--- config.mk ---
export PLATFORM = sky130hd
export DESIGN_NAME = swap_slot_allocator
export DESIGN_NICKNAME = d
export VERILOG_FILES = /design/src/rtl/ssa_pkg.sv /design/src/rtl/ssa_word_unit.sv /design/src/rtl/swap_slot_allocator.sv
export SDC_FILE = /design/constraint.sdc
export NUM_CORES = 1
export LEC_CHECK = 0
export BUFFER_PORTS_ARGS = -buffer_cell sky130_fd_sc_hd__buf_2
export CORE_UTILIZATION = 45
export DETAILED_ROUTE_END_ITERATION = 10
export HOLD_SLACK_MARGIN = 0.12
export PLACE_DENSITY = 0.61
export SKIP_LAST_GASP = 1
export SLEW_MARGIN = 20
export SYNTH_ARGS = -nofsm -noshare
export SYNTH_HDL_FRONTEND = slang
export SYNTH_HIERARCHICAL = 1
export SYNTH_SLANG_ARGS = --single-unit
export TNS_END_PERCENT = 1
--- constraint.sdc ---
create_clock -name clock -period 19.9 [get_ports clock]
set_input_delay 3.98 -clock clock [delete_from_list [all_inputs] [get_ports clock]]
set_output_delay 3.98 -clock clock [all_outputs]
set_load 0.02 [all_outputs]
--- src/rtl/ssa_pkg.sv ---
// shared types and constants for the swap slot allocator
`default_nettype none

package ssa_pkg;

   localparam int WORD_W = 32;
   localparam int BIT_W  = 5;

   localparam int KIND_W   = 1;
   localparam int SIDX_W   = 10;
   localparam int ADDR_W   = 32;
   localparam int STATUS_W = 2;
   localparam int SECTOR_W = 13;
   localparam int CNT_W    = 11;
   localparam int RESULT_CAP = 8;

   localparam logic [CNT_W-1:0] SLOT_COUNT_RESET = 11'd1024;

   localparam logic [KIND_W-1:0] KIND_SWAP_OUT = 1'b0;
   localparam logic [KIND_W-1:0] KIND_SWAP_IN  = 1'b1;

   localparam logic [STATUS_W-1:0] STATUS_OK       = 2'd0;
   localparam logic [STATUS_W-1:0] STATUS_NO_SLOT  = 2'd1;
   localparam logic [STATUS_W-1:0] STATUS_NOT_USED = 2'd2;

   typedef enum logic [2:0] {
      ST_CLEAR,
      ST_IDLE,
      ST_FETCH,
      ST_CHECK,
      ST_SETUP,
      ST_EMIT
   } state_type;

   typedef struct packed {
      logic             hit;
      logic [BIT_W-1:0] bit_idx;
   } scan_result_type;

endpackage

`default_nettype wire

--- src/rtl/ssa_word_unit.sv ---
// bitmap word unit: finds the lowest free bit or checks one bit, and builds the updated word
`default_nettype none

module ssa_word_unit (
   input  wire logic [ssa_pkg::WORD_W-1:0] word,
   input  wire logic [ssa_pkg::WORD_W-1:0] mask,
   input  wire logic                       claim,
   input  wire logic [ssa_pkg::BIT_W-1:0]  bit_sel,
   output ssa_pkg::scan_result_type        result,
   output logic [ssa_pkg::WORD_W-1:0]      new_word
);

   logic [ssa_pkg::WORD_W-1:0] free_bits;
   logic [ssa_pkg::BIT_W-1:0]  low_idx;
   logic [ssa_pkg::WORD_W-1:0] onehot;

   always_comb begin
      free_bits = ~word & mask;
      low_idx   = '0;
      for (int i = ssa_pkg::WORD_W - 1; i >= 0; i--) begin
         if (free_bits[i]) begin
            low_idx = ssa_pkg::BIT_W'(i);
         end
      end
      if (claim) begin
         result.hit     = |free_bits;
         result.bit_idx = low_idx;
      end else begin
         result.hit     = word[bit_sel];
         result.bit_idx = bit_sel;
      end
      onehot = ssa_pkg::WORD_W'(1) << result.bit_idx;
      if (claim) begin
         new_word = word | onehot;
      end else begin
         new_word = word & ~onehot;
      end
   end

endmodule

`default_nettype wire

--- src/rtl/swap_slot_allocator.sv ---
// swap slot allocator top level: bitmap memory, sequencer and sector command output
`default_nettype none

// Keeps one used bit per swap slot in a memory of 32-bit words with one read port and
// one write port. After reset a clearing pass zeroes the bitmap, one word per cycle; no
// transaction is taken on req_ until it ends, csr_ writes are taken at any time. One item
// is worked at a time. A swap-out reads the bitmap word by word from slot 0, each word in
// a fetch state and then a check state, up to the last word that holds a slot below the
// slot count (at most MAX_SLOTS), and stops at the first free slot; then come a setup
// state and the sector commands (eight by default), one per cycle while rsp_ready is high.
// A swap-in reads the one word that holds its slot and, if that slot is used, goes on the
// same way. The rate is set by the single read port of the bitmap and by the sector
// commands, which are issued one at a time.
module swap_slot_allocator #(
   parameter int MAX_SLOTS        = 1024,
   parameter int SECTORS_PER_PAGE = 8,
   parameter int SECTOR_BYTES     = 512
) (
   input  wire logic                             clock,
   input  wire logic                             reset,

   input  wire logic                             req_valid,
   output logic                                  req_ready,
   input  wire logic [ssa_pkg::KIND_W-1:0]       req_kind,
   input  wire logic [ssa_pkg::SIDX_W-1:0]       req_slot_index,
   input  wire logic [ssa_pkg::ADDR_W-1:0]       req_page_address,

   output logic                                  rsp_valid,
   input  wire logic                             rsp_ready,
   output logic [ssa_pkg::STATUS_W-1:0]          rsp_status,
   output logic                                  rsp_is_write,
   output logic [ssa_pkg::SECTOR_W-1:0]          rsp_sector,
   output logic [ssa_pkg::ADDR_W-1:0]            rsp_memory_address,
   output logic [ssa_pkg::SIDX_W-1:0]            rsp_slot,
   output logic                                  rsp_last,

   input  wire logic                             csr_valid,
   output logic                                  csr_ready,
   input  wire logic [ssa_pkg::CNT_W-1:0]        csr_slot_count
);

   localparam int ROWS      = (MAX_SLOTS + ssa_pkg::WORD_W - 1) / ssa_pkg::WORD_W;
   localparam int ROW_W     = (ROWS > 1) ? $clog2(ROWS) : 1;
   localparam int ROW_CNT_W = $clog2(ROWS + 1);
   localparam int SLOT_W    = (MAX_SLOTS > 1) ? $clog2(MAX_SLOTS) : 1;
   localparam int LIM_W     = ($clog2(MAX_SLOTS + 1) > ssa_pkg::CNT_W) ?
                              $clog2(MAX_SLOTS + 1) : ssa_pkg::CNT_W;
   localparam int NUM_CMDS  = (SECTORS_PER_PAGE > ssa_pkg::RESULT_CAP) ?
                              ssa_pkg::RESULT_CAP : SECTORS_PER_PAGE;
   localparam int STEP_W    = (NUM_CMDS > 1) ? $clog2(NUM_CMDS) : 1;

   ssa_pkg::state_type state_ff, state_in;

   logic [ssa_pkg::CNT_W-1:0]    slot_count_ff;
   logic [ROW_W-1:0]             clr_ff, clr_in;
   logic [ROW_CNT_W-1:0]         row_ff, row_in;
   logic [ssa_pkg::KIND_W-1:0]   kind_ff, kind_in;
   logic [ssa_pkg::SIDX_W-1:0]   sidx_ff, sidx_in;
   logic [ssa_pkg::ADDR_W-1:0]   addr_ff, addr_in;
   logic [SLOT_W-1:0]            hit_slot_ff, hit_slot_in;
   logic [ssa_pkg::SIDX_W-1:0]   slot_ff, slot_in;
   logic [ssa_pkg::STATUS_W-1:0] status_ff, status_in;
   logic [ssa_pkg::SECTOR_W-1:0] sector_ff, sector_in;
   logic [ssa_pkg::ADDR_W-1:0]   maddr_ff, maddr_in;
   logic [STEP_W-1:0]            step_ff, step_in;

   logic [ssa_pkg::WORD_W-1:0]   bitmap_mem [ROWS];
   logic [ssa_pkg::WORD_W-1:0]   rd_word_ff;
   logic                         mem_we;
   logic [ROW_W-1:0]             mem_waddr;
   logic [ssa_pkg::WORD_W-1:0]   mem_wdata;
   logic [ROW_W-1:0]             mem_raddr;

   logic [LIM_W-1:0]             limit;
   logic [LIM_W-1:0]             lim_row;
   logic [ssa_pkg::BIT_W-1:0]    lim_bits;
   logic [ssa_pkg::WORD_W-1:0]   scan_mask;
   logic                         scan_done;
   logic                         req_fire;
   logic                         rsp_fire;
   logic                         sidx_in_range;
   logic                         clr_done;
   logic                         claim;
   logic [ssa_pkg::WORD_W-1:0]   new_word;
   ssa_pkg::scan_result_type     scan_res;

   // bitmap word unit
   ssa_word_unit u_word_unit (
      .word     (rd_word_ff),
      .mask     (scan_mask),
      .claim    (claim),
      .bit_sel  (sidx_ff[ssa_pkg::BIT_W-1:0]),
      .result   (scan_res),
      .new_word (new_word)
   );

   assign claim     = (kind_ff == ssa_pkg::KIND_SWAP_OUT);
   assign req_fire  = req_valid && req_ready;
   assign rsp_fire  = rsp_valid && rsp_ready;
   assign csr_ready = 1'b1;
   assign clr_done  = (clr_ff == ROW_W'(ROWS - 1));
   assign sidx_in_range = (32'(req_slot_index) < 32'(MAX_SLOTS));

   // allocation bound
   always_comb begin
      if (32'(slot_count_ff) > 32'(MAX_SLOTS)) begin
         limit = LIM_W'(MAX_SLOTS);
      end else begin
         limit = LIM_W'(slot_count_ff);
      end
      lim_row  = limit >> ssa_pkg::BIT_W;
      lim_bits = limit[ssa_pkg::BIT_W-1:0];
      scan_done = (32'(row_ff) > 32'(lim_row)) ||
                  ((32'(row_ff) == 32'(lim_row)) && (lim_bits == '0));
      if (!claim) begin
         scan_mask = '1;
      end else if (32'(row_ff) < 32'(lim_row)) begin
         scan_mask = '1;
      end else begin
         scan_mask = (ssa_pkg::WORD_W'(1) << lim_bits) - ssa_pkg::WORD_W'(1);
      end
   end

   // next state
   always_comb begin
      state_in = state_ff;
      case (state_ff)
         ssa_pkg::ST_CLEAR: begin
            if (clr_done) begin
               state_in = ssa_pkg::ST_IDLE;
            end
         end
         ssa_pkg::ST_IDLE: begin
            if (req_fire) begin
               if (req_kind == ssa_pkg::KIND_SWAP_IN && !sidx_in_range) begin
                  state_in = ssa_pkg::ST_EMIT;
               end else begin
                  state_in = ssa_pkg::ST_FETCH;
               end
            end
         end
         ssa_pkg::ST_FETCH: begin
            if (claim && scan_done) begin
               state_in = ssa_pkg::ST_EMIT;
            end else begin
               state_in = ssa_pkg::ST_CHECK;
            end
         end
         ssa_pkg::ST_CHECK: begin
            if (scan_res.hit) begin
               state_in = ssa_pkg::ST_SETUP;
            end else if (claim) begin
               state_in = ssa_pkg::ST_FETCH;
            end else begin
               state_in = ssa_pkg::ST_EMIT;
            end
         end
         ssa_pkg::ST_SETUP: begin
            state_in = ssa_pkg::ST_EMIT;
         end
         ssa_pkg::ST_EMIT: begin
            if (rsp_fire && rsp_last) begin
               state_in = ssa_pkg::ST_IDLE;
            end
         end
         default: begin
            state_in = ssa_pkg::ST_IDLE;
         end
      endcase
   end

   // datapath and outputs
   always_comb begin
      clr_in      = clr_ff;
      row_in      = row_ff;
      kind_in     = kind_ff;
      sidx_in     = sidx_ff;
      addr_in     = addr_ff;
      hit_slot_in = hit_slot_ff;
      slot_in     = slot_ff;
      status_in   = status_ff;
      sector_in   = sector_ff;
      maddr_in    = maddr_ff;
      step_in     = step_ff;
      mem_we      = 1'b0;
      mem_waddr   = row_ff[ROW_W-1:0];
      mem_wdata   = new_word;
      mem_raddr   = row_ff[ROW_W-1:0];
      req_ready   = 1'b0;
      rsp_valid   = 1'b0;
      case (state_ff)
         ssa_pkg::ST_CLEAR: begin
            mem_we    = 1'b1;
            mem_waddr = clr_ff;
            mem_wdata = '0;
            clr_in    = clr_ff + ROW_W'(1);
         end
         ssa_pkg::ST_IDLE: begin
            req_ready = 1'b1;
            if (req_fire) begin
               kind_in  = req_kind;
               sidx_in  = req_slot_index;
               addr_in  = req_page_address;
               step_in  = '0;
               if (req_kind == ssa_pkg::KIND_SWAP_OUT) begin
                  row_in = '0;
               end else begin
                  row_in = ROW_CNT_W'(req_slot_index >> ssa_pkg::BIT_W);
               end
               if (req_kind == ssa_pkg::KIND_SWAP_IN && !sidx_in_range) begin
                  status_in = ssa_pkg::STATUS_NOT_USED;
                  slot_in   = req_slot_index;
                  sector_in = '0;
                  maddr_in  = '0;
               end
            end
         end
         ssa_pkg::ST_FETCH: begin
            if (claim && scan_done) begin
               status_in = ssa_pkg::STATUS_NO_SLOT;
               slot_in   = '0;
               sector_in = '0;
               maddr_in  = '0;
            end
         end
         ssa_pkg::ST_CHECK: begin
            if (scan_res.hit) begin
               mem_we = 1'b1;
               if (claim) begin
                  hit_slot_in = SLOT_W'({row_ff, scan_res.bit_idx});
                  slot_in     = ssa_pkg::SIDX_W'({row_ff, scan_res.bit_idx});
               end else begin
                  hit_slot_in = SLOT_W'(sidx_ff);
                  slot_in     = sidx_ff;
               end
               status_in = ssa_pkg::STATUS_OK;
            end else if (claim) begin
               row_in = row_ff + ROW_CNT_W'(1);
            end else begin
               status_in = ssa_pkg::STATUS_NOT_USED;
               slot_in   = sidx_ff;
               sector_in = '0;
               maddr_in  = '0;
            end
         end
         ssa_pkg::ST_SETUP: begin
            sector_in = ssa_pkg::SECTOR_W'(32'(hit_slot_ff) * 32'(SECTORS_PER_PAGE));
            maddr_in  = addr_ff;
         end
         ssa_pkg::ST_EMIT: begin
            rsp_valid = 1'b1;
            if (rsp_fire) begin
               step_in   = step_ff + STEP_W'(1);
               sector_in = sector_ff + ssa_pkg::SECTOR_W'(1);
               maddr_in  = maddr_ff + ssa_pkg::ADDR_W'(SECTOR_BYTES);
            end
         end
         default: begin
         end
      endcase
   end

   assign rsp_status         = status_ff;
   assign rsp_is_write       = claim;
   assign rsp_sector         = sector_ff;
   assign rsp_memory_address = maddr_ff;
   assign rsp_slot           = slot_ff;
   assign rsp_last           = (status_ff != ssa_pkg::STATUS_OK) ||
                               (step_ff == STEP_W'(NUM_CMDS - 1));

   always_ff @(posedge clock) begin
      if (reset) begin
         state_ff      <= ssa_pkg::ST_CLEAR;
         clr_ff        <= '0;
         slot_count_ff <= ssa_pkg::SLOT_COUNT_RESET;
      end else begin
         state_ff <= state_in;
         clr_ff   <= clr_in;
         if (csr_valid && csr_ready) begin
            slot_count_ff <= csr_slot_count;
         end
      end
   end

   always_ff @(posedge clock) begin
      row_ff      <= row_in;
      kind_ff     <= kind_in;
      sidx_ff     <= sidx_in;
      addr_ff     <= addr_in;
      hit_slot_ff <= hit_slot_in;
      slot_ff     <= slot_in;
      status_ff   <= status_in;
      sector_ff   <= sector_in;
      maddr_ff    <= maddr_in;
      step_ff     <= step_in;
   end

   // bitmap memory
   always_ff @(posedge clock) begin
      if (mem_we) begin
         bitmap_mem[mem_waddr] <= mem_wdata;
      end
      rd_word_ff <= bitmap_mem[mem_raddr];
   end

`ifndef SYNTHESIS
   a_error_is_last: assert property (@(posedge clock) disable iff (reset)
      rsp_valid && rsp_status != ssa_pkg::STATUS_OK |-> rsp_last)
      else $error("error result not flagged last");

   a_busy_after_accept: assert property (@(posedge clock) disable iff (reset)
      req_valid && req_ready |=> !req_ready && !rsp_valid)
      else $error("accepted a second transaction while busy");

   a_idle_after_last: assert property (@(posedge clock) disable iff (reset)
      rsp_valid && rsp_ready && rsp_last |=> req_ready && !rsp_valid)
      else $error("not idle after final result");

   a_step_bound: assert property (@(posedge clock) disable iff (reset)
      rsp_valid |-> 32'(step_ff) < 32'(NUM_CMDS))
      else $error("sector step beyond command count");
`endif

endmodule

`default_nettype wire
* Word level (Yosys, flattened, before mapping)
Memories as Yosys holds them, arrays and structs flattened. A register that Yosys moved wholly into a read port is not among the register bits.
Index checks and enable logic that the tools add are counted.
** Word-level totals
- Memories :: 1
- Logic and storage cells :: 152
- RAM bits :: 1024
- Register bits :: 138
- Output and inout bits :: 62
- Input port bits :: 59
** Cells by class
- Bitwise operators :: 6
- Eq/ne operators :: 17
- Reductions and logical operators :: 22
- Magnitude comparators :: 4
- Multiplexer cells :: 81
- Shift operators :: 2
- Add/subtract/negate cells :: 6
** Memory list
- bitmap_mem :: words 32, bits a word 32, rd ports 1, clocked after memory_dff 1, wr ports 1, line swap_slot_allocator.sv:67 : logic [ssa_pkg::WORD_W-1:0] bitmap_mem [ROWS];
** Operator list (count)
- 32-bit two-way mux :: 8
- 5-bit two-way mux :: 34
- 32-bit case mux with 4 select lines :: 1
- 32-bit AND :: 2
- 32-bit inverter :: 2
- 1-bit by 5-bit << shifter with 32-bit output (first input constant) :: 2
- 13-bit two-way mux :: 4
- 13-bit case mux with 4 select lines :: 1
- 10-bit two-way mux :: 4
- 32-bit by 10-bit adder with 32-bit output (second input constant) :: 1
- 32-bit bitwise OR :: 1
- 32-bit OR reduction :: 1
- 32-bit by 2-bit subtractor with 32-bit output (second input constant) :: 1
- 3-bit two-way mux :: 8
- 6-bit two-way mux :: 4
- 10-bit case mux with 2 select lines :: 1
- 3-bit case mux with 6 select lines :: 1
- 2-bit inequality test (second input constant) :: 8
- 13-bit by 1-bit adder with 13-bit output (second input constant) :: 1
- 6-bit case mux with 2 select lines :: 1
- 11-bit > comparator (second input constant) :: 1
- 11-bit two-way mux :: 1
- 3-bit == test (second input constant) :: 3
- 3-bit AND reduction :: 3
- 27 further kinds :: 44

* Depth between registers and ports, before layout
Gate-level depths: netlist of the first run.
- Depth after elaboration :: 45
- Depth in mapped cells :: 22
- Gate-level depth less buffers :: 18

* Cells and area by module
Netlist of the first run, hierarchy kept.
** By module, submodules not included
- swap_slot_allocator :: times used 1, cells an instance 2650, sequential area each 35343.9 µm², area each 47068.9 µm²
- ssa_word_unit :: times used 1, cells an instance 228, sequential area each 0.0 µm², area each 1697.9 µm²

* Worst setup path before layout of the first run
No wires, ideal clock.
- Path type :: input to register
- Start point :: in rsp_ready
- End point :: reg maddr_ff (netlist bit rsp_memory_address[10]) (enable)
- Slack :: 9.566 ns
- Setup time :: 0.623 ns
- Data arrival time :: 9.711 ns
- Stages :: 2
- Required time :: 19.277 ns
- Cell sequence :: nor2_1 -> a2111oi_0
** Between the ends
- Word-level cells in the longest chain between the ends :: 3
** Ends and longest elaborated chain
- from (decl) :: line swap_slot_allocator.sv:29 : input wire logic rsp_ready,
- 1-bit logical AND :: line swap_slot_allocator.sv:99 : assign rsp_fire = rsp_valid && rsp_ready;
- 2-bit inequality test (no line)
- 5-bit AND reduction (no line)
- to (signal assigned) :: line swap_slot_allocator.sv:294 : maddr_ff <= maddr_in;
- to (decl) :: line swap_slot_allocator.sv:64 : logic [ssa_pkg::ADDR_W-1:0] maddr_ff, maddr_in;
Every way passes these cells.
A chain may end at the register's enable or synchronous reset.

* Final worst setup path of the first run
- Start point :: reg slot_count_ff[10] (netlist bit)
- End point :: mem bitmap_mem[26][18] (netlist bit), data pin
** Between the ends
- Elaborated cells on any way between the ends :: 47
- Those cells by class :: add/sub (1); order compare (2); shift (2); mux (38); bitwise (4)
** RTL lines
- from (decl) :: line swap_slot_allocator.sv:54 : logic [ssa_pkg::CNT_W-1:0] slot_count_ff;
- from (signal assigned) :: line swap_slot_allocator.sv:275 : slot_count_ff <= ssa_pkg::SLOT_COUNT_RESET;
- from (signal assigned) :: line swap_slot_allocator.sv:280 : slot_count_ff <= csr_slot_count;
- 11-bit > comparator :: line swap_slot_allocator.sv:106 : if (32'(slot_count_ff) > 32'(MAX_SLOTS)) begin
- 11-bit two-way mux * :: line swap_slot_allocator.sv:106
- 1-bit by 5-bit << shifter with 32-bit output :: line swap_slot_allocator.sv:120 : scan_mask = (ssa_pkg::WORD_W'(1) << lim_bits) - ssa_pkg::WORD_W'(1);
- 32-bit by 2-bit subtractor with 32-bit output :: line swap_slot_allocator.sv:120
- 32-bit two-way mux * :: line swap_slot_allocator.sv:117 : end else if (32'(row_ff) < 32'(lim_row)) begin
- 32-bit two-way mux * :: line swap_slot_allocator.sv:115 : if (!claim) begin
- net scan_mask, one bit :: line swap_slot_allocator.sv:77 : logic [ssa_pkg::WORD_W-1:0] scan_mask;
- 32-bit AND * :: line ssa_word_unit.sv:18 : free_bits = ~word & mask;
- 5-bit two-way mux * (12 in series) :: line ssa_word_unit.sv:21 : if (free_bits[i]) begin
- 6-bit two-way mux * :: line ssa_word_unit.sv:25 : if (claim) begin
- 1-bit by 5-bit << shifter with 32-bit output * :: line ssa_word_unit.sv:32 : onehot = ssa_pkg::WORD_W'(1) << result.bit_idx;
- 32-bit inverter :: line ssa_word_unit.sv:36 : new_word = word & ~onehot;
- 32-bit AND :: line ssa_word_unit.sv:36
- 32-bit two-way mux * :: line ssa_word_unit.sv:33 : if (claim) begin
- net new_word, one bit :: line swap_slot_allocator.sv:84 : logic [ssa_pkg::WORD_W-1:0] new_word;
- 32-bit two-way mux * :: line swap_slot_allocator.sv:191 : case (state_ff)
- net mem_wdata, one bit :: line swap_slot_allocator.sv:71 : logic [ssa_pkg::WORD_W-1:0] mem_wdata;
- to (decl) :: line swap_slot_allocator.sv:67
The timed path passes the listed nets; every way through them passes the cells marked *.

==> qor.yml, run 1 <==
global_route:
  antenna_found_initial: 8
  first_global_vias: 26940
  grt_first_pass_wirelength_mm: 184.0
  grt_max_degree: 91
  overflow: 0
  grt_usage_pct: 23.24
die:
  ios: 121
  die_y_um: 331.2
  die_w_um: 331.2
  initial_core_util_pct: 45.49
  die-area_sq_mm: 0.1097
  rows: 120
  coreArea_sq_mm: 0.1072
cts:
  cts_tree: "yes"
  cts_buffers: 119
  cts_hold_buf: 0
  clkLatencyLatePin_ns: 0.77
  cts_buffer_depth: 3
  ctsHtreeMaxLevel: 3
  cts_resized: 0
  clock_sinks: 1194
  root_buffer: "clkbuf_16"
  clk_pin_slew_ns: 0.06
  post_cts_buffers: 0
sta:
  setup_violations: 0
  finalHoldViolations: 0
  max_freq_mhz: 144.0
  tightestPinTransition_ns: 1.094
  slew_headroom_pct: 27.08
  skew_ns: 0.08670
  rsz0062_at_grt: "false"
  min_period_over_period_pct: 34.90
  finalCriticalPeriod_ns: 6.946
  maxSlewViolCount: 0
  finalSetupTns_ns: 0
min_path:
  hold_class: "reg -> reg"
  hp-start: "addr_ff[13]"
place:
  portBuffers: 119
  gp_congestion: 0.8942
  dp_cells: 4310
  hpwlAfterDp_mm: 72.57
critical_path:
  r2r-start: "slot_count_ff[10]"
  worst_ep_required_time_ns: 20.30
  max_stage_delay_ns: 0.87
  cp-end-kind: "register"
  path_cells: "clkinv_1 -> nand2_1 -> ha_1 -> nand3_1 -> o21ai_0 -> a22o_1 -> o21ai_0 -> and2b_2 -> or4b_4 -> or2_1 -> o21a_1 -> a211oi_2 -> a31oi_1 -> a31oi_1 -> and2_1"
  crit_buf_inv: 1
  cpMaxStageDelayCell: "and2_1"
  worstPathMaxFanout: 32
  crit_type: "reg -> reg"
  r2r_setup_slack_ns: 12.95
  start_kind: "register"
  critPathTopFamily: "compound AO/OA/AOI/OAI gates"
  cp_data_arrival_time_ns: 7.35
  startpoint: "slot_count_ff[10]"
route:
  vias: 27230
  drtAntennaViolNets: 0
  routedWlPerCell_um: 28.13
  drtPass1Iterations: 6
  wl_mm: 127.6
  drc: 0
  drtIter0Drc: 2997
  via_per_inst: 6.004
final_layout:
  final_core_util_pct: 51.43
  area_delta_synth_final_pct: 13.06
  multiInputGateArea_sq_mm: 0.01285
  fin_nets: 3102
  drive_above_1_share_pct: 19.70
  register_area_sq_mm: 0.03534
  stdcell_count: 4535
  num-fill-cells: 8640
logic_synthesis:
  synthFlopType: "edfxtp_1"
  synth-seq-cells: 1194
  synth_cell_types: 93
  syn_area_per_cell_sq_um: 16.94
  yosysWarnings: 6
  synth_area_sq_mm: 0.04877
  async_flop_share_pct: 0
  synthCells: 2878
  syn_nets: 2952
  yosysSeqAreaShare_pct: 72.48
  synth_edf_count: 1143
outcome:
  outcome: "complete, no violations"
power_and_ir_drop:
  power_uw: 5074
  power.density_mw_per_mm2: 92.02
  vdd.ir_drop.worst_mv: 0.07485
  power_leakage_uw: 0.01830
run:
  cap_violations: 0
[sequential cells by signal, summed over array words and instances (netlist names)]
register and cells:
row_ff 6, bitmap_mem 1024, rsp_slot 10, rd_word_ff 32, rsp_sector 13, hit_slot_ff 10
slot_count_ff 11, rsp_memory_address 32, addr_ff 32, sidx_ff 10, step_ff 3, clr_ff 5
kind_ff 1, rsp_status 2, state_ff 3
[per-stage QoR]
step / instance area [sq um] / worst slack (ns) / hold WS (ns)
3_3_place_gp: 51160 / 12.87 / 0.5072
2_1_floorplan: 48770 / 9.566 / 0.4772
4_1_cts: 55100 / 12.74 / 0.5252
5_1_grt: 55130 / 12.61 / 0.5383
6_report: 55140 / 12.95 / 0.5221
3_5_place_dp: 51180 / 12.71 / 0.5060
[cells in the mapped netlist, types with 21 or more instances]
cell type	n	area, sq um
a31oi_1	21	131.4
o21ai_0	66	330.3
clkbuf_1	70	262.8
nor2b_1	80	500.5
inv_1	26	97.59
nand4_1	44	275.3
edfxtp_1	1143	34320
xnor2_1	25	219.0
buf_2	64	320.3
nor3_1	30	150.1
a22oi_1	134	1006
nand2_1	104	390.4
mux4_2	138	3108
dfxtp_1	51	1021
nor2_1	102	382.9
and2_1	51	319.1
mux2i_1	269	2693
a21oi_1	112	560.5
nand3_1	100	500.5
[worst register-to-register path: stages, from the launching register on]
cell      delay, ns
dfxtp_1        0.76
clkinv_1       0.43
nand2_1        0.17
ha_1           0.16
nand3_1        0.12
o21ai_0        0.27
a22o_1         0.84
o21ai_0        0.23
and2b_2        0.29
or4b_4         0.57
or2_1          0.27
o21a_1         0.27
a211oi_2       0.80
a31oi_1        0.20
a31oi_1        0.36
and2_1         0.87
[final cells by class]
class                      instances  share of cell area [%]
sequential                      1194                   64.10
multi-input combinational       1494                   23.31
clock buffer                     155                   5.791
tap                             1403                   3.184
timing repair buffer             189                   2.070
clock inverter                    65                   1.321
inverter                          30                  0.2042
antenna                            5                 0.02269
[cells by family after synthesis]
group	after synthesis	synth area share, %
xor+xnor	45	0.8082
mux	420	12.22
fa+ha+maj	15	0.3849
flops	1194	72.48
compound gates	407	5.560
buf+inv	190	1.852
other cells	1	0.007690
simple gates	606	6.694
[per-layer routing]
layer | vias up | part of all wire, % | global-route usage (%)
met2 | 1207 | 47 | 36.70
met5 | - | 0.010 | 0
li1 | 11740 | - | -
met4 | 2 | 2.6 | 7.220
met3 | 239 | 8.2 | 4.258
met1 | 14040 | 42 | 32.83
[power by group]
part           switching (uW)  total (uW)  internal (uW)
Clock                     954        2220           1270
Combinational            64.7        91.8           27.1
Sequential               13.1        2760           2750
[final timing paths]
| check | to | depth (start not counted) |
|---|---|---|
| max | bitmap_mem[26][18] | 15 |
| min | rsp_memory_address[13] | 2 |
| max reg2reg | bitmap_mem[26][18] | 15 |
| min reg2reg | rsp_memory_address[13] | 2 |
[cell usage in the layout (no fill, tap or decap), types with 24 or more instances in the layout]
cell / netlist / final
clkbuf_16: 0 / 119
o21ai_0: 66 / 65
nor2_1: 102 / 68
clkbuf_1: 70 / 28
nor2_4: 1 / 36
and2_1: 51 / 40
a22oi_1: 134 / 134
nand2_1: 104 / 104
inv_1: 26 / 26
buf_2: 64 / 119
edfxtp_1: 1143 / 1143
nor3_1: 30 / 30
xnor2_1: 25 / 25
mux4_2: 138 / 138
nand3_1: 100 / 100
buf_4: 10 / 68
dfxtp_1: 51 / 51
a21oi_1: 112 / 111
clkinv_2: 0 / 24
nand4_1: 44 / 44
mux2i_1: 269 / 269
nor2b_1: 80 / 78
(Power assumes the default switching activity.)
==> run 2: changes to the inputs <==
--- a/config.mk
+++ b/config.mk
@@ -9,7 +9,7 @@
 export CORE_UTILIZATION = 45
 export DETAILED_ROUTE_END_ITERATION = 10
 export HOLD_SLACK_MARGIN = 0.12
-export PLACE_DENSITY = 0.61
+export PLACE_DENSITY = 0.63
 export SKIP_LAST_GASP = 1
 export SLEW_MARGIN = 20
 export SYNTH_ARGS = -nofsm -noshare
==> constraint.sdc (replaced) <==
create_clock -name clock -period 6.1 [get_ports clock]
set_input_delay 1.22 -clock clock [delete_from_list [all_inputs] [get_ports clock]]
set_output_delay 1.22 -clock clock [all_outputs]
set_load 0.02 [all_outputs]
==> run 2 against run 1 <==
Compared with the run above:
- critical path depth shrank 1
- first-iteration DRC count grew 2.7%
- cell area grew 1.8%
- register-to-register slack lost 13 ns
- clock-buffer cell count shrank 20
- sequential share of layout area shrank 1.1 points
- die area is the same
- critical endpoint is now bitmap_mem[14][13]
- largest cell class unchanged
- largest power group unchanged
==> qor.yml, run 2 (synthesis gave the netlist of run 1 again) <==
final_layout:
  area_delta_synth_final_pct: 15.07
  top_register: "bitmap_mem"
  largest_reg_flops: 1024  # unchanged
  final_cell_mix: "edfxtp_1 (1143), mux2i_1 (269), mux4_2 (138), a22oi_1 (134), buf_2 (119)"
  drive_above_1_share_pct: 20.57  # +0.87 points
  fin_nets: 3146  # +1.4%
  layout_commonest_cell: "edfxtp_1"
  fin_area_sq_mm: 0.05612  # +1.8%
route:
  vias: 27280  # +0.18%
  drc: 0  # unchanged
  routedWlPerCell_um: 27.38  # -2.7%
  drtIter0Drc: 3077  # +2.7%
  via_per_inst: 5.963  # -0.67%
  wl_mm: 125.2  # -1.8%
  drtAntennaViolNets: 0  # unchanged
  drtPass1Iterations: 7  # +1
sta:
  finalCriticalPeriod_ns: 5.687  # -1.259 ns
  finalSetupTns_ns: 0  # unchanged
  tightestPinTransition_ns: 1.155  # +0.06144 ns
  slew_headroom_pct: 22.98  # -4.1 points
  maxSlewViolCount: 0  # unchanged
  setup_violations: 0  # unchanged
  rsz0062_at_grt: "false"
  min_period_over_period_pct: 93.23  # +58 points
  skew_ns: 0.04283  # -0.04387 ns
  max_freq_mhz: 175.8  # +22%
  finalHoldViolations: 0  # unchanged
critical_path:
  reg2regPathDepth: 14  # -1
  start_kind: "register"
  worst_ep_required_time_ns: 6.46  # -13.84 ns
  worstReg2RegEnd: "bitmap_mem[14][13]"
  crit_type: "reg -> reg"
  r2r_setup_slack_ns: 0.41  # -12.54 ns
  cp-end-kind: "register"
  cp_data_arrival_time_ns: 6.04  # -1.31 ns
  r2r-start: "slot_count_ff[1]"
  worstPathMaxFanout: 32  # unchanged
power_and_ir_drop:
  power.density_mw_per_mm2: 299.7  # +230%
  vdd.ir_drop.worst_mv: 0.2756  # +270%
  power_leakage_uw: 0.01873  # +2.4%
  power_uw: 16820  # +230%
cts:
  cts_buffer_depth: 3  # unchanged
  ctsHtreeMaxLevel: 3  # unchanged
  cts_tree: "yes"
  cts_resized: 0  # unchanged
  cts_buffers: 117  # -1.7%
  clk_pin_slew_ns: 0.06  # about the same
  clock_sinks: 1194  # unchanged
  post_cts_buffers: 0  # unchanged
  cts_hold_buf: 0  # unchanged
  root_buffer: "clkbuf_16"
  clkLatencyLatePin_ns: 0.73  # -0.04 ns
min_path:
  hp-start: "addr_ff[2]"
  hold_path_end: "rsp_memory_address[2]"
  hold_depth: 1  # -1
  hold_class: "reg -> reg"
die:
  die_y_um: 331.2  # unchanged
  die-area_sq_mm: 0.1097  # unchanged
  ios: 121  # unchanged
  die_w_um: 331.2  # unchanged
  initial_core_util_pct: 45.49  # unchanged
  coreArea_sq_mm: 0.1072  # unchanged
  rows: 120  # unchanged
outcome:
  outcome: "complete, no violations"
place:
  placed_cell_area_sq_mm: 0.05205  # +1.7%
  gp_congestion: 0.9013  # +0.79%
  portBuffers: 119  # unchanged
  hpwlAfterDp_mm: 78.80  # +8.6%
global_route:
  grt_max_degree: 126  # +38%
  antenna_found_initial: 5  # -3
  first_global_vias: 26670  # -0.99%
  grt_first_pass_wirelength_mm: 181.4  # -1.4%
  grt_usage_pct: 22.70  # -0.54 points
  overflow: 0  # unchanged
run:
  cap_violations: 0  # unchanged
run 2: changes by cell type in the layout (fill, tap and decap cells not counted), sizes merged:
cell      before  now
clkinvlp       3    4
clkinv        50   54
clkbuf       155  135
buf          189  235
diode          5    2
inv           32   34
bufinv        10   19
run 2: worst max path at each step:
stage | startpoint | to | slack (ns)
after floorplan | slot_count_ff[3] | rsp_memory_address[0] | 0.18
after global placement | slot_count_ff[1] | bitmap_mem[30][12] | 0.54
after detailed placement | slot_count_ff[1] | bitmap_mem[23][10] | 0.39
after CTS | slot_count_ff[1] | bitmap_mem[11][10] | 0.34
after global routing | slot_count_ff[1] | bitmap_mem[3][25] | 0.07
final | slot_count_ff[1] | bitmap_mem[14][13] | 0.41
run 2: area by class of cell:
class / instances / area [sq um]
fill: 8559 / 51090
sequential: 1194 / 35340
multi-input combinational: 1494 / 12840
clock buffer: 135 / 3005
timing repair buffer: 235 / 2037
tap: 1403 / 1755
clock inverter: 81 / 1020
inverter: 30 / 112.6
antenna: 2 / 5.005
run 2: stage by stage:
step                      hold slack [ns]  setup slack, ns  instances  utilization (%)
after floorplan                    0.4772           0.1795       2878                -
after global placement             0.5037           0.5361       4327            47.89
after detailed placement           0.5070           0.3931       4355            48.56
after CTS                          0.5247           0.3427       4571            52.31
after global routing               0.5371          0.06744       4572            52.34
final                              0.5221           0.4128       4574            52.35
run 2: critical path, stage by stage (launching register included):
cell and delay (ns):
dfxtp_1 0.65, nor2_1 0.19, a21oi_2 0.23, ha_1 0.54, o41ai_2 0.24, a21o_1 0.25
o311ai_1 0.34, or2b_2 0.36, and4_2 0.29, a211oi_1 0.36, o21a_1 0.26, o2111a_1 0.36
nand3_1 0.13, mux2_2 0.24, and2_1 0.84
run 2: layer usage:
metal / global-route usage (%) / vias up / routed length (um)
met5: 0 / - / 11
met2: 36.06 / 1192 / 58920
met3: 4.133 / 180 / 10110
met4: 5.275 / 2 / 2504
li1: - / 11830 / -
met1: 32.61 / 14080 / 53690
run 2: report_power, final:
group | internal (uW) | switching [uW] | total, uW | leakage [uW]
Sequential | 8970 | 34.2 | 9000 | 0.0109
Combinational | 100 | 213 | 313 | 0.00591
Clock | 4360 | 3150 | 7500 | 0.00195
